<file path="src/rtl/assert_macros.svh">
// Assertion helper macros used by the core top level.
`ifndef ASSERT_MACROS_SVH
`define ASSERT_MACROS_SVH

// Same-cycle implication, sampled on clk, off while rst is high.
`define ASSERT_IMPLIES(lbl, ante, cons, msg) \
  lbl: assert property (@(posedge clk) disable iff (rst) (ante) |-> (cons)) else $error(msg);

// Next-cycle implication, sampled on clk, off while rst is high.
`define ASSERT_NEXT(lbl, ante, cons, msg) \
  lbl: assert property (@(posedge clk) disable iff (rst) (ante) |=> (cons)) else $error(msg);

`endif

</file>
<file path="src/rtl/ptlfo_pkg.sv">
// Shared types, constants and tables of the trapezoid LFO core.
package ptlfo_pkg;

  localparam int CHAN_W  = 4;
  localparam int CV_W    = 15;
  localparam int LEVEL_W = 15;
  localparam int IDX_W   = 3;
  localparam int CFG_W   = 25;

  typedef enum logic [IDX_W-1:0] {
    REG_BASE_RATE   = 3'd0,
    REG_CV_GAIN     = 3'd1,
    REG_WAVE_SCALE  = 3'd2,
    REG_WAVE_OFFSET = 3'd3,
    REG_HZ_STEP     = 3'd4
  } reg_idx_t;

  typedef struct packed {
    logic signed [14:0] base_rate;
    logic signed [15:0] cv_gain;
    logic        [16:0] wave_scale;
    logic signed [15:0] wave_offset;
    logic        [24:0] hz_step;
  } cfg_t;

  localparam logic signed [14:0] BASE_RATE_RST   = 15'sd1024;
  localparam logic signed [15:0] CV_GAIN_RST     = 16'sd0;
  localparam logic        [16:0] WAVE_SCALE_RST  = 17'd65536;
  localparam logic signed [15:0] WAVE_OFFSET_RST = 16'sd0;
  localparam logic        [24:0] HZ_STEP_RST     = 25'd89478;

  typedef enum logic [3:0] {
    OP_NONE   = 4'd0,
    OP_PITCH  = 4'd1,
    OP_CLAMP  = 4'd2,
    OP_HORNER = 4'd3,
    OP_INC    = 4'd4,
    OP_SHIFT  = 4'd5,
    OP_PHASE  = 4'd6,
    OP_TRI    = 4'd7,
    OP_MIX    = 4'd8,
    OP_SCALE  = 4'd9,
    OP_LEVEL  = 4'd10
  } op_t;

  typedef struct packed {
    logic       load;      // capture input word, read phase memory
    op_t        op;
    logic [2:0] coef_sel;
    logic       out_load;  // move result into output register
  } cmd_t;

  typedef struct packed {
    logic chan_oor;
  } status_t;

  localparam logic [2:0] HORNER_LAST = 3'd5;

  localparam logic signed [16:0] PITCH_MAX  = 17'sd20480;
  localparam logic signed [16:0] PITCH_MIN  = -17'sd20480;
  localparam logic        [31:0] HALF_CYCLE = 32'h8000_0000;
  localparam logic signed [34:0] SQ_TERM    = 35'sd1288503296;  // 19661 << 16
  localparam logic signed [33:0] TRI_GAIN   = 34'sd45875;
  localparam logic signed [34:0] MIX_ROUND  = 35'sd32768;
  localparam logic signed [23:0] LVL_MAX    = 24'sd16383;
  localparam logic signed [23:0] LVL_MIN    = -24'sd16384;

  // Q1.30 polynomial coefficients of 2^x, highest order first; last step adds 1.0
  function automatic logic [30:0] horner_coef(input logic [2:0] sel);
    logic [30:0] c;
    case (sel)
      3'd0:    c = 31'd2016026;
      3'd1:    c = 31'd9652230;
      3'd2:    c = 31'd59943043;
      3'd3:    c = 31'd257862976;
      3'd4:    c = 31'd744267442;
      3'd5:    c = 31'd1073741824;
      default: c = 31'd0;
    endcase
    return c;
  endfunction

endpackage

</file>
<file path="src/rtl/ptlfo_ctrl.sv">
// Sequencing state machine of the trapezoid LFO core.
module ptlfo_ctrl
  import ptlfo_pkg::*;
(
  input  logic    clk,
  input  logic    rst,
  input  logic    in_valid,
  output logic    in_ready,
  input  status_t status,
  input  logic    out_busy,
  output cmd_t    cmd
);

  typedef enum logic [11:0] {
    S_IDLE   = 12'b0000_0000_0001,
    S_PITCH  = 12'b0000_0000_0010,
    S_CLAMP  = 12'b0000_0000_0100,
    S_HORNER = 12'b0000_0000_1000,
    S_INC    = 12'b0000_0001_0000,
    S_SHIFT  = 12'b0000_0010_0000,
    S_PHASE  = 12'b0000_0100_0000,
    S_TRI    = 12'b0000_1000_0000,
    S_MIX    = 12'b0001_0000_0000,
    S_SCALE  = 12'b0010_0000_0000,
    S_LEVEL  = 12'b0100_0000_0000,
    S_DONE   = 12'b1000_0000_0000
  } state_t;

  state_t     state, state_next;
  logic [2:0] hstep, hstep_next;

  always_ff @(posedge clk) begin
    if (rst) begin
      state <= S_IDLE;
      hstep <= 3'd0;
    end else begin
      state <= state_next;
      hstep <= hstep_next;
    end
  end

  always_comb begin
    state_next   = state;
    hstep_next   = hstep;
    in_ready     = 1'b0;
    cmd.load     = 1'b0;
    cmd.op       = OP_NONE;
    cmd.coef_sel = 3'd0;
    cmd.out_load = 1'b0;
    case (state)
      S_IDLE: begin
        in_ready = 1'b1;
        if (in_valid) begin
          cmd.load   = 1'b1;
          state_next = S_PITCH;
        end
      end
      S_PITCH: begin
        // out-of-range channel skips straight to a zero result
        if (status.chan_oor) begin
          state_next = S_DONE;
        end else begin
          cmd.op     = OP_PITCH;
          state_next = S_CLAMP;
        end
      end
      S_CLAMP: begin
        cmd.op       = OP_CLAMP;
        cmd.coef_sel = 3'd0;
        hstep_next   = 3'd1;
        state_next   = S_HORNER;
      end
      S_HORNER: begin
        cmd.op       = OP_HORNER;
        cmd.coef_sel = hstep;
        if (hstep == HORNER_LAST) begin
          state_next = S_INC;
        end else begin
          hstep_next = hstep + 3'd1;
        end
      end
      S_INC: begin
        cmd.op     = OP_INC;
        state_next = S_SHIFT;
      end
      S_SHIFT: begin
        cmd.op     = OP_SHIFT;
        state_next = S_PHASE;
      end
      S_PHASE: begin
        cmd.op     = OP_PHASE;
        state_next = S_TRI;
      end
      S_TRI: begin
        cmd.op     = OP_TRI;
        state_next = S_MIX;
      end
      S_MIX: begin
        cmd.op     = OP_MIX;
        state_next = S_SCALE;
      end
      S_SCALE: begin
        cmd.op     = OP_SCALE;
        state_next = S_LEVEL;
      end
      S_LEVEL: begin
        cmd.op     = OP_LEVEL;
        state_next = S_DONE;
      end
      S_DONE: begin
        if (!out_busy) begin
          cmd.out_load = 1'b1;
          state_next   = S_IDLE;
        end
      end
      default: begin
        state_next = S_IDLE;
      end
    endcase
  end

endmodule

</file>
<file path="config.mk">
export PLATFORM = sky130hd
export DESIGN_NAME = ptlfo_ctrl
export DESIGN_NICKNAME = d
export VERILOG_FILES = /design/src/rtl/assert_macros.svh /design/src/rtl/ptlfo_pkg.sv /design/src/rtl/ptlfo_ctrl.sv
export SDC_FILE = /design/constraint.sdc
export NUM_CORES = 1
export LEC_CHECK = 0
export ABC_AREA = 1
export BUFFER_PORTS_ARGS = -buffer_cell sky130_fd_sc_hd__buf_2
export CORE_ASPECT_RATIO = 1.4
export CORE_UTILIZATION = 35
export DETAILED_ROUTE_END_ITERATION = 10
export GPL_ROUTABILITY_DRIVEN = 0
export SYNTH_ARGS = -nofsm -noshare
export SYNTH_HDL_FRONTEND = slang
export SYNTH_SLANG_ARGS = --single-unit
</file>
<file path="constraint.sdc">
create_clock -name clk -period 1.5 [get_ports clk]
set_input_delay 0.075 -clock clk [delete_from_list [all_inputs] [get_ports clk]]
set_output_delay 0.075 -clock clk [all_outputs]
set_load 0.05 [all_outputs]
</file>
==> impl_metrics.yaml, run 1 <==
timing:
  finalWorstSetupSlack_ns: -0.153
  worst_pin_slew_ns: 0.296
  setup_violations: 9
  timing.fmax_mhz: 605
  fin_crit_ns: 1.65
  post-route-period-util_pct: 110
  hold_violations: 0
  fin_skew_ns: 0.00157
  slew_viol_final: 0
  rsz0062_at_grt: "true"
  max_slew_margin_pct: 80.2
  holdWs_ns: 0.0528
synth:
  seq_area_frac_synth_pct: 31.5
  synth_cells: 149
  synth_seq_cells: 15
  syn-num-nets: 156
  syn-cell-area_um2: 955
  yosysWarnings: 0
  avgSynthCellArea_um2: 6.41
  synth_cell_types: 19
global_route:
  grt_pass1_wl_um: 4170
  first_global_vias: 1020
  antenna_found_initial: 0
  grt.total_usage_pct: 19.3
  grt-ovfl-total: 0
  grt_max_degree: 11
cells_and_area:
  seqCellArea_um2: 317
  antenna_cells: 0
  mostFrequentLayoutCell: "nand2_1"
  multi_input_area_um2: 702
  fin_nets: 191
  synthToLayoutAreaGrowth_pct: 54.1
  final_cell_mix: "31 x nand2_1, 23 x inv_1, 16 x nor2_1"
  drive_above_1_share_pct: 47.5
  num-fill-cells: 255
  final_cells: 219
hold_path:
  worstHoldStart: "status"
  min_path_cells: 3
  hold_class: "primary input to register"
  min_to: "state[2]$_SDFFE_PP0P_"
worst_setup_path:
  end_kind: "output pin"
  worstPathRequired_ns: 1.42
  worstSetupPathType: "register to output pin"
  cp_max_fo: 4
  r2r-start: "state[10]$_SDFFE_PP0P_"
  slowest_stage: "dfxtp_4"
  r2r_cells: 10
  cp-start-kind: "register"
  crit_path_max_incr_delay_ns: 0.37
  reg2reg_setup_slack_ns: 0
  cp_cell_sequence: "nor2_4, nand2_4, nor2_8, nand2_2, or2_1, nand4_1, buf_6"
  reg2reg_to: "state[3]$_SDFFE_PP0P_"
  worstPathArrival_ns: 1.58
clock_tree:
  cts_root_buf: "clkbuf_4"
  insertion_delay_ns: 0.29
  cts_sinks: 15
  clock_path_buffers: 2
  htree_num_levels: 1
  cts_made_buffers: 3
  ctsHoldBuffers: 0
  tritoncts: "yes"
  clk_pin_slew_worst_paths_ns: 0.09
detailed_routing:
  wl_per_cell_um: 11.9
  routed_wirelength_um: 2600
  detail_route.iter0.violations: 15
  dr.pass1.iters: 6
  vias: 1041
  drc: 0
  ant_nets: 0
  viasPerCell: 4.75
floorplan:
  die_y_um: 63.8
  die-area_um2: 2940
  floorplan.initialDensity_pct: 36.5
  die_x_um: 46.1
  rows: 22
  io_pins: 15
  core_area_um2: 2620
power:
  p_total_mw: 1.68
  peakVddDrop_v: 0.000547
  powerDensity_nw_per_um2: 1140
  leakage_nw: 0.707
run_status:
  status: "finished with violations"
  violations: "setup timing"
placement:
  dp_hpwl_um: 1680
  port_buffers: 14
  post-place-cells: 199
flow_run:
  maxCapViolations: 0
==> cell families (layout without fill, tap and decap cells) <==
| kind of cell | after synthesis | after routing | share of synthesized area [%] |
|---|---|---|---|
| AO/OA/AOI/OAI | 6 | 6 | 3.15 |
| buffers and inverters | 27 | 61 | 10.6 |
| adder cells (fa/ha/maj) | 2 | 2 | 2.62 |
| AND/OR/NAND/NOR | 99 | 99 | 52.2 |
| flip-flops | 15 | 15 | 31.5 |
==> worst max-delay path: cells and delay by family (launching register included) <==
kind	cells	cell delay, ns
buf+inv	1	0.16
flops	1	0.37
simple gates	6	0.76
==> synthesized netlist by cell type (all sizes together) <==
cell / number / area share (%)
ha: 2 / 2.6
nand4: 3 / 2.0
nor2: 34 / 18
inv: 26 / 10
or2: 1 / 0.66
nor3: 10 / 6.4
nand2: 42 / 18
buf: 1 / 0.39
dfxtp: 15 / 31
nand3: 9 / 7.6
o21ai: 6 / 3.1
==> metrics by stage <==
stage	setup slack (ns)	cell area [um^2]	util [%]	setup TNS [ns]
finish	-0.153	1470	56.3	-0.636
global route	-0.225	1470	56.3	-1.81
floorplan	-0.103	967	-	-0.206
detailed placement	0.0439	1090	41.5	0
global placement	0.0714	1090	41.5	0
CTS	-0.138	1360	52.1	-0.229
==> layer usage <==
metal  track usage, %  part of all wire, %  wire [um]
met3             3.67                  4.0        103
met4             9.56                  3.1         80
met5                0                    0          0
met2             34.3                   54       1410
met1             20.2                   39       1010
==> cell type report <==
| type | count | share of cell area (%) |
|---|---|---|
| Timing Repair Buffer | 31 | 19.3 |
| Sequential cell | 15 | 21.5 |
| Multi-Input combinational cell | 107 | 47.7 |
| Clock buffer | 4 | 1.79 |
| Inverter | 26 | 6.63 |
| Tap cell | 36 | 3.06 |
==> flip-flops by register name (all words and copies together), names as in the netlist <==
signal  count
hstep       3
state      12
==> where the power goes <==
part | internal [mW] | switching (mW) | total [mW]
sequential | 0.450 | 0.0439 | 0.493
combinational | 0.332 | 0.609 | 0.940
clock | 0.104 | 0.144 | 0.247
==> repair_timing <==
action,in CTS,in global routing
pin swaps,9,13
buffers inserted,13,4
gates resized for setup,53,19
endpoints found under the setup margin,10,21
==> worst max path at each step <==
stage	from	to	slack (ns)	cells past startpoint
4_1_cts	state[7]$_SDFFE_PP0P_	cmd[4]	-0.14	7
2_1_floorplan	state[11]$_SDFFE_PP0P_	cmd[2]	-0.10	5
3_5_place_dp	state[8]$_SDFFE_PP0P_	cmd[4]	0.04	7
3_3_place_gp	state[8]$_SDFFE_PP0P_	cmd[4]	0.07	7
6_report	state[10]$_SDFFE_PP0P_	cmd[4]	-0.15	7
5_1_grt	state[10]$_SDFFE_PP0P_	cmd[4]	-0.23	7
(Power assumes the default switching activity.)
==> run 2: changes to the inputs <==
--- a/config.mk
+++ b/config.mk
@@ -11,6 +11,7 @@
 export CORE_UTILIZATION = 35
 export DETAILED_ROUTE_END_ITERATION = 10
 export GPL_ROUTABILITY_DRIVEN = 0
+export SETUP_SLACK_MARGIN = 0.2
 export SYNTH_ARGS = -nofsm -noshare
 export SYNTH_HDL_FRONTEND = slang
 export SYNTH_SLANG_ARGS = --single-unit
==> impl_metrics.yaml, run 2 (synthesized netlist as in run 1, its figures left out) <==
worst_setup_path:
  worstPathRequired_ns: 1.42
  critPathTopFamily: "simple AND/OR/NAND/NOR gates"
  cp_max_fo: 5
  critPathLaunch: "state[6]$_SDFFE_PP0P_"
  cp_cell_sequence: "nor2_4, nand2_4, nor2_8, nand2_2, or2_1, nand4_1, buf_6"
  slowest_stage: "dfxtp_2"
  cp-start-kind: "register"
  cp.buffers_inverters: 1
  crit_path_max_incr_delay_ns: 0.35
  worstPathArrival_ns: 1.59
  reg2reg_setup_slack_ns: -0.13
  worstSetupPathType: "register to output pin"
  end_kind: "output pin"
  r2r-start: "state[6]$_SDFFE_PP0P_"
clock_tree:
  insertion_delay_ns: 0.30
  clock_path_buffers: 2
  tritoncts: "yes"
  ctsHoldBuffers: 0
  htree_num_levels: 1
  cts_sinks: 15
  cts_made_buffers: 3
  cts_root_buf: "clkbuf_4"
  clk_pin_slew_worst_paths_ns: 0.11
floorplan:
  floorplan.initialDensity_pct: 36.5
  rows: 22
  io_pins: 15
  core_area_um2: 2620
  die_x_um: 46.1
  die-area_um2: 2940
  die_y_um: 63.8
detailed_routing:
  dr.pass1.iters: 4
  detail_route.iter0.violations: 19
  drc: 0
  ant_nets: 0
  vias: 1132
  viasPerCell: 4.90
  wl_per_cell_um: 13.1
  routed_wirelength_um: 3020
timing:
  fin_crit_ns: 1.67
  max_slew_margin_pct: 82.7
  slew_viol_final: 0
  holdWs_ns: 0.0630
  finalWorstSetupSlack_ns: -0.165
  worst_pin_slew_ns: 0.259
  post-route-period-util_pct: 111
  setup_violations: 20
  hold_violations: 0
  timing.fmax_mhz: 601
  fin_skew_ns: 0.00952
  rsz0062_at_grt: "true"
flow_run:
  maxCapViolations: 0
cells_and_area:
  antenna_cells: 0
  finish.utilization_pct: 62.5
  final_cells: 231
  final_area_um2: 1640
  final_cell_mix: "27 x nand2_1, 24 x buf_4, 22 x inv_1"
  fin_nets: 203
  drive_above_1_share_pct: 56.4
  reg_top3: "state (12), hstep (3)"
  synthToLayoutAreaGrowth_pct: 71.3
  mostFrequentLayoutCell: "nand2_1"
  largest_register_ffs: 12
  top_register: "state"
global_route:
  first_global_vias: 1236
  grt.total_usage_pct: 22.3
  grt-ovfl-total: 0
  grt_pass1_wl_um: 4910
  antenna_found_initial: 0
  grt_max_degree: 11
placement:
  post-place-cells: 199
  place_ws_ns: 0.0573
  dp_hpwl_um: 1800
  placed_area_um2: 1140
  port_buffers: 14
power:
  leakage_nw: 0.786
  powerDensity_nw_per_um2: 1240
  peakVddDrop_v: 0.000829
run_status:
  violations: "setup timing"
  status: "finished with violations"
hold_path:
  worstHoldStart: "status"
  hold_class: "primary input to register"
run 2: through the flow:
stage               total power, mW  TNS (ns)
CTS                            1.80    -0.570
floorplan                      1.09         0
finish                         2.03     -1.77
global route                   2.14     -3.14
global placement               1.23         0
detailed placement             1.24         0
run 2: repair_timing:
item	in CTS	in global routing
pin swaps	12	5
setup endpoints to repair	21	22
buffers inserted	22	6
gates cloned	0	0
gates resized for setup	60	19
run 2: metal layers:
layer | routed length, um | vias to the layer above | GRT usage [%] | share of wire, %
met5 | 0 | - | 0 | 0
met4 | 95 | 0 | 9.93 | 3.1
met2 | 1710 | 28 | 41.9 | 57
met1 | 1140 | 543 | 22.1 | 38
met3 | 73 | 12 | 3.39 | 2.4
li1 | - | 549 | - | -
run 2: layout make-up:
| class | count | area, um^2 |
|---|---|---|
| clock buffer | 4 | 26.3 |
| fill | 218 | 980 |
| timing repair buffer | 43 | 388 |
| sequential | 15 | 320 |
| tap | 36 | 45.0 |
| multi-input combinational | 107 | 758 |
| inverter | 26 | 97.6 |
run 2: final timing paths:
| check | end | depth (start not counted) |
|---|---|---|
| max | cmd[4] | 7 |
| min | state[2]$_SDFFE_PP0P_ | 3 |
| max reg2reg | state[3]$_SDFFE_PP0P_ | 12 |
| min reg2reg | hstep[1]$_SDFFE_PP0P_ | 2 |
run 2: power by group:
group	switching [mW]	internal [mW]	leakage, nW	total, mW
clock	0.151	0.104	0.0150	0.255
combinational	0.737	0.538	0.644	1.27
sequential	0.0560	0.449	0.127	0.505
total	0.944	1.09	0.786	2.03
run 2: worst min-delay path, delay by kind of cell:
| kind | cells | cell delay [ns] |
|---|---|---|
| AND/OR/NAND/NOR | 2 | 0.16 |
| buffers and inverters | 1 | 0.09 |
==> run 3: changes to the inputs <==
--- a/config.mk
+++ b/config.mk
@@ -9,6 +9,7 @@
 export BUFFER_PORTS_ARGS = -buffer_cell sky130_fd_sc_hd__buf_2
 export CORE_ASPECT_RATIO = 1.4
 export CORE_UTILIZATION = 35
+export CTS_BUF_LIST = sky130_fd_sc_hd__clkbuf_8
 export DETAILED_ROUTE_END_ITERATION = 10
 export GPL_ROUTABILITY_DRIVEN = 0
 export SETUP_SLACK_MARGIN = 0.2
==> impl_metrics.yaml, run 3 (synthesized netlist as in run 1, its figures left out) <==
floorplan:
  core_area_um2: 2620
  die_y_um: 63.8
  die_x_um: 46.1
  floorplan.initialDensity_pct: 36.5
  die-area_um2: 2940
  io_pins: 15
  rows: 22
cells_and_area:
  largest_register_ffs: 12
  reg_top3: "state (12), hstep (3)"
  mostFrequentLayoutCell: "nand2_1"
  drive_above_1_share_pct: 53.7
  final_cell_mix: "28 x nand2_1, 24 x inv_1, 18 x buf_4"
  top_register: "state"
  final_cells: 226
  synthToLayoutAreaGrowth_pct: 71.2
  fin_nets: 198
  antenna_cells: 0
clock_tree:
  clock_path_buffers: 2
  clk_pin_slew_worst_paths_ns: 0.06
  htree_num_levels: 1
  cts_made_buffers: 3
  tritoncts: "yes"
  ctsHoldBuffers: 0
  insertion_delay_ns: 0.26
  cts_sinks: 15
  cts_root_buf: "clkbuf_8"
worst_setup_path:
  critPathTopFamily: "simple AND/OR/NAND/NOR gates"
  cp_cell_sequence: "nor2_4, inv_1, nor3_1, nand2_2, nand4_1, buf_6"
  cp.buffers_inverters: 2
  worstPathArrival_ns: 1.56
  cp_max_fo: 4
  cp-start-kind: "register"
  crit_path_max_incr_delay_ns: 0.34
  worstSetupPathType: "register to output pin"
  end_kind: "output pin"
  worstPathRequired_ns: 1.42
  slowest_stage: "dfxtp_2"
timing:
  rsz0062_at_grt: "true"
  timing.fmax_mhz: 612
  post-route-period-util_pct: 109
  fin_crit_ns: 1.63
  worst_pin_slew_ns: 0.322
  setup_violations: 13
  finalWorstSetupSlack_ns: -0.135
  slew_viol_final: 0
  hold_violations: 0
  max_slew_margin_pct: 78.4
  holdWs_ns: 0.106
  fin_skew_ns: 0.00216
global_route:
  grt_pass1_wl_um: 4830
  grt.total_usage_pct: 22.7
  first_global_vias: 1181
  grt-ovfl-total: 0
  grt_max_degree: 11
  antenna_found_initial: 0
detailed_routing:
  dr.pass1.iters: 4
  detail_route.iter0.violations: 22
  wl_per_cell_um: 13.5
  drc: 0
  vias: 1088
  viasPerCell: 4.81
  ant_nets: 0
  routed_wirelength_um: 3040
hold_path:
  hold_class: "primary input to register"
placement:
  dp_hpwl_um: 1800
  post-place-cells: 199
  place_ws_ns: 0.0573
  port_buffers: 14
run_status:
  violations: "setup timing"
  status: "finished with violations"
power:
  leakage_nw: 0.780
  peakVddDrop_v: 0.000738
  powerDensity_nw_per_um2: 1270
flow_run:
  maxCapViolations: 0
[run 3: final timing paths]
path | from | to | slack [ns] | cells past startpoint
worst max-delay path | state[11]$_SDFFE_PP0P_ | cmd[4] | -0.13 | 6
worst max register to register | state[4]$_SDFFE_PP0P_ | state[10]$_SDFFE_PP0P_ | -0.04 | 10
worst min-delay path | status | state[2]$_SDFFE_PP0P_ | 0.11 | 3
worst min register to register | hstep[1]$_SDFFE_PP0P_ | hstep[1]$_SDFFE_PP0P_ | 0.55 | 2
[run 3: through the flow]
stage	setup TNS, ns	utilization (%)	power (mW)	instance area (um^2)
CTS	-0.172	58.1	1.96	1520
floorplan	0	-	1.09	1020
global placement	0	43.7	1.23	1140
detailed placement	0	43.7	1.24	1140
finish	-0.448	62.5	2.08	1630
global route	-1.86	62.5	2.19	1630
[run 3: repair_timing]
| action | in CTS | in global routing |
|---|---|---|
| endpoints found under the setup margin | 21 | 22 |
| pin swaps | 13 | 7 |
| setup buffers | 18 | 5 |
| gates resized for setup | 54 | 18 |
[run 3: final cells by class]
type	count	area [um^2]
clock buffer	3	41.3
clock inverter	1	3.75
fill	212	981
inverter	26	97.6
multi-input combinational	107	766
sequential	15	317
tap	36	45.0
timing repair buffer	38	364
[run 3: layer usage]
layer / global-route usage [%] / routed length (um) / vias up / part of all wire [%]
met1: 21.6 / 1080 / 513 / 35
met3: 2.54 / 83 / 11 / 2.7
li1: - / - / 539 / -
met5: 0 / 0 / - / 0
met2: 42.3 / 1740 / 25 / 57
met4: 14.0 / 142 / 0 / 4.7
[run 3: worst reg2reg max path, cell delays in order (launching register included)]
cell and delay [ns]:
dfxtp_2 0.36, nor2_4 0.05, nand2_4 0.11, nor2_8 0.05, buf_4 0.13, buf_4 0.13
buf_6 0.11, nand3_4 0.09, nand3_4 0.12, buf_12 0.15, nor3_1 0.15
[run 3: power by group]
part	switching [mW]	internal (mW)
clock	0.160	0.182
combinational	0.717	0.526
sequential	0.0481	0.449
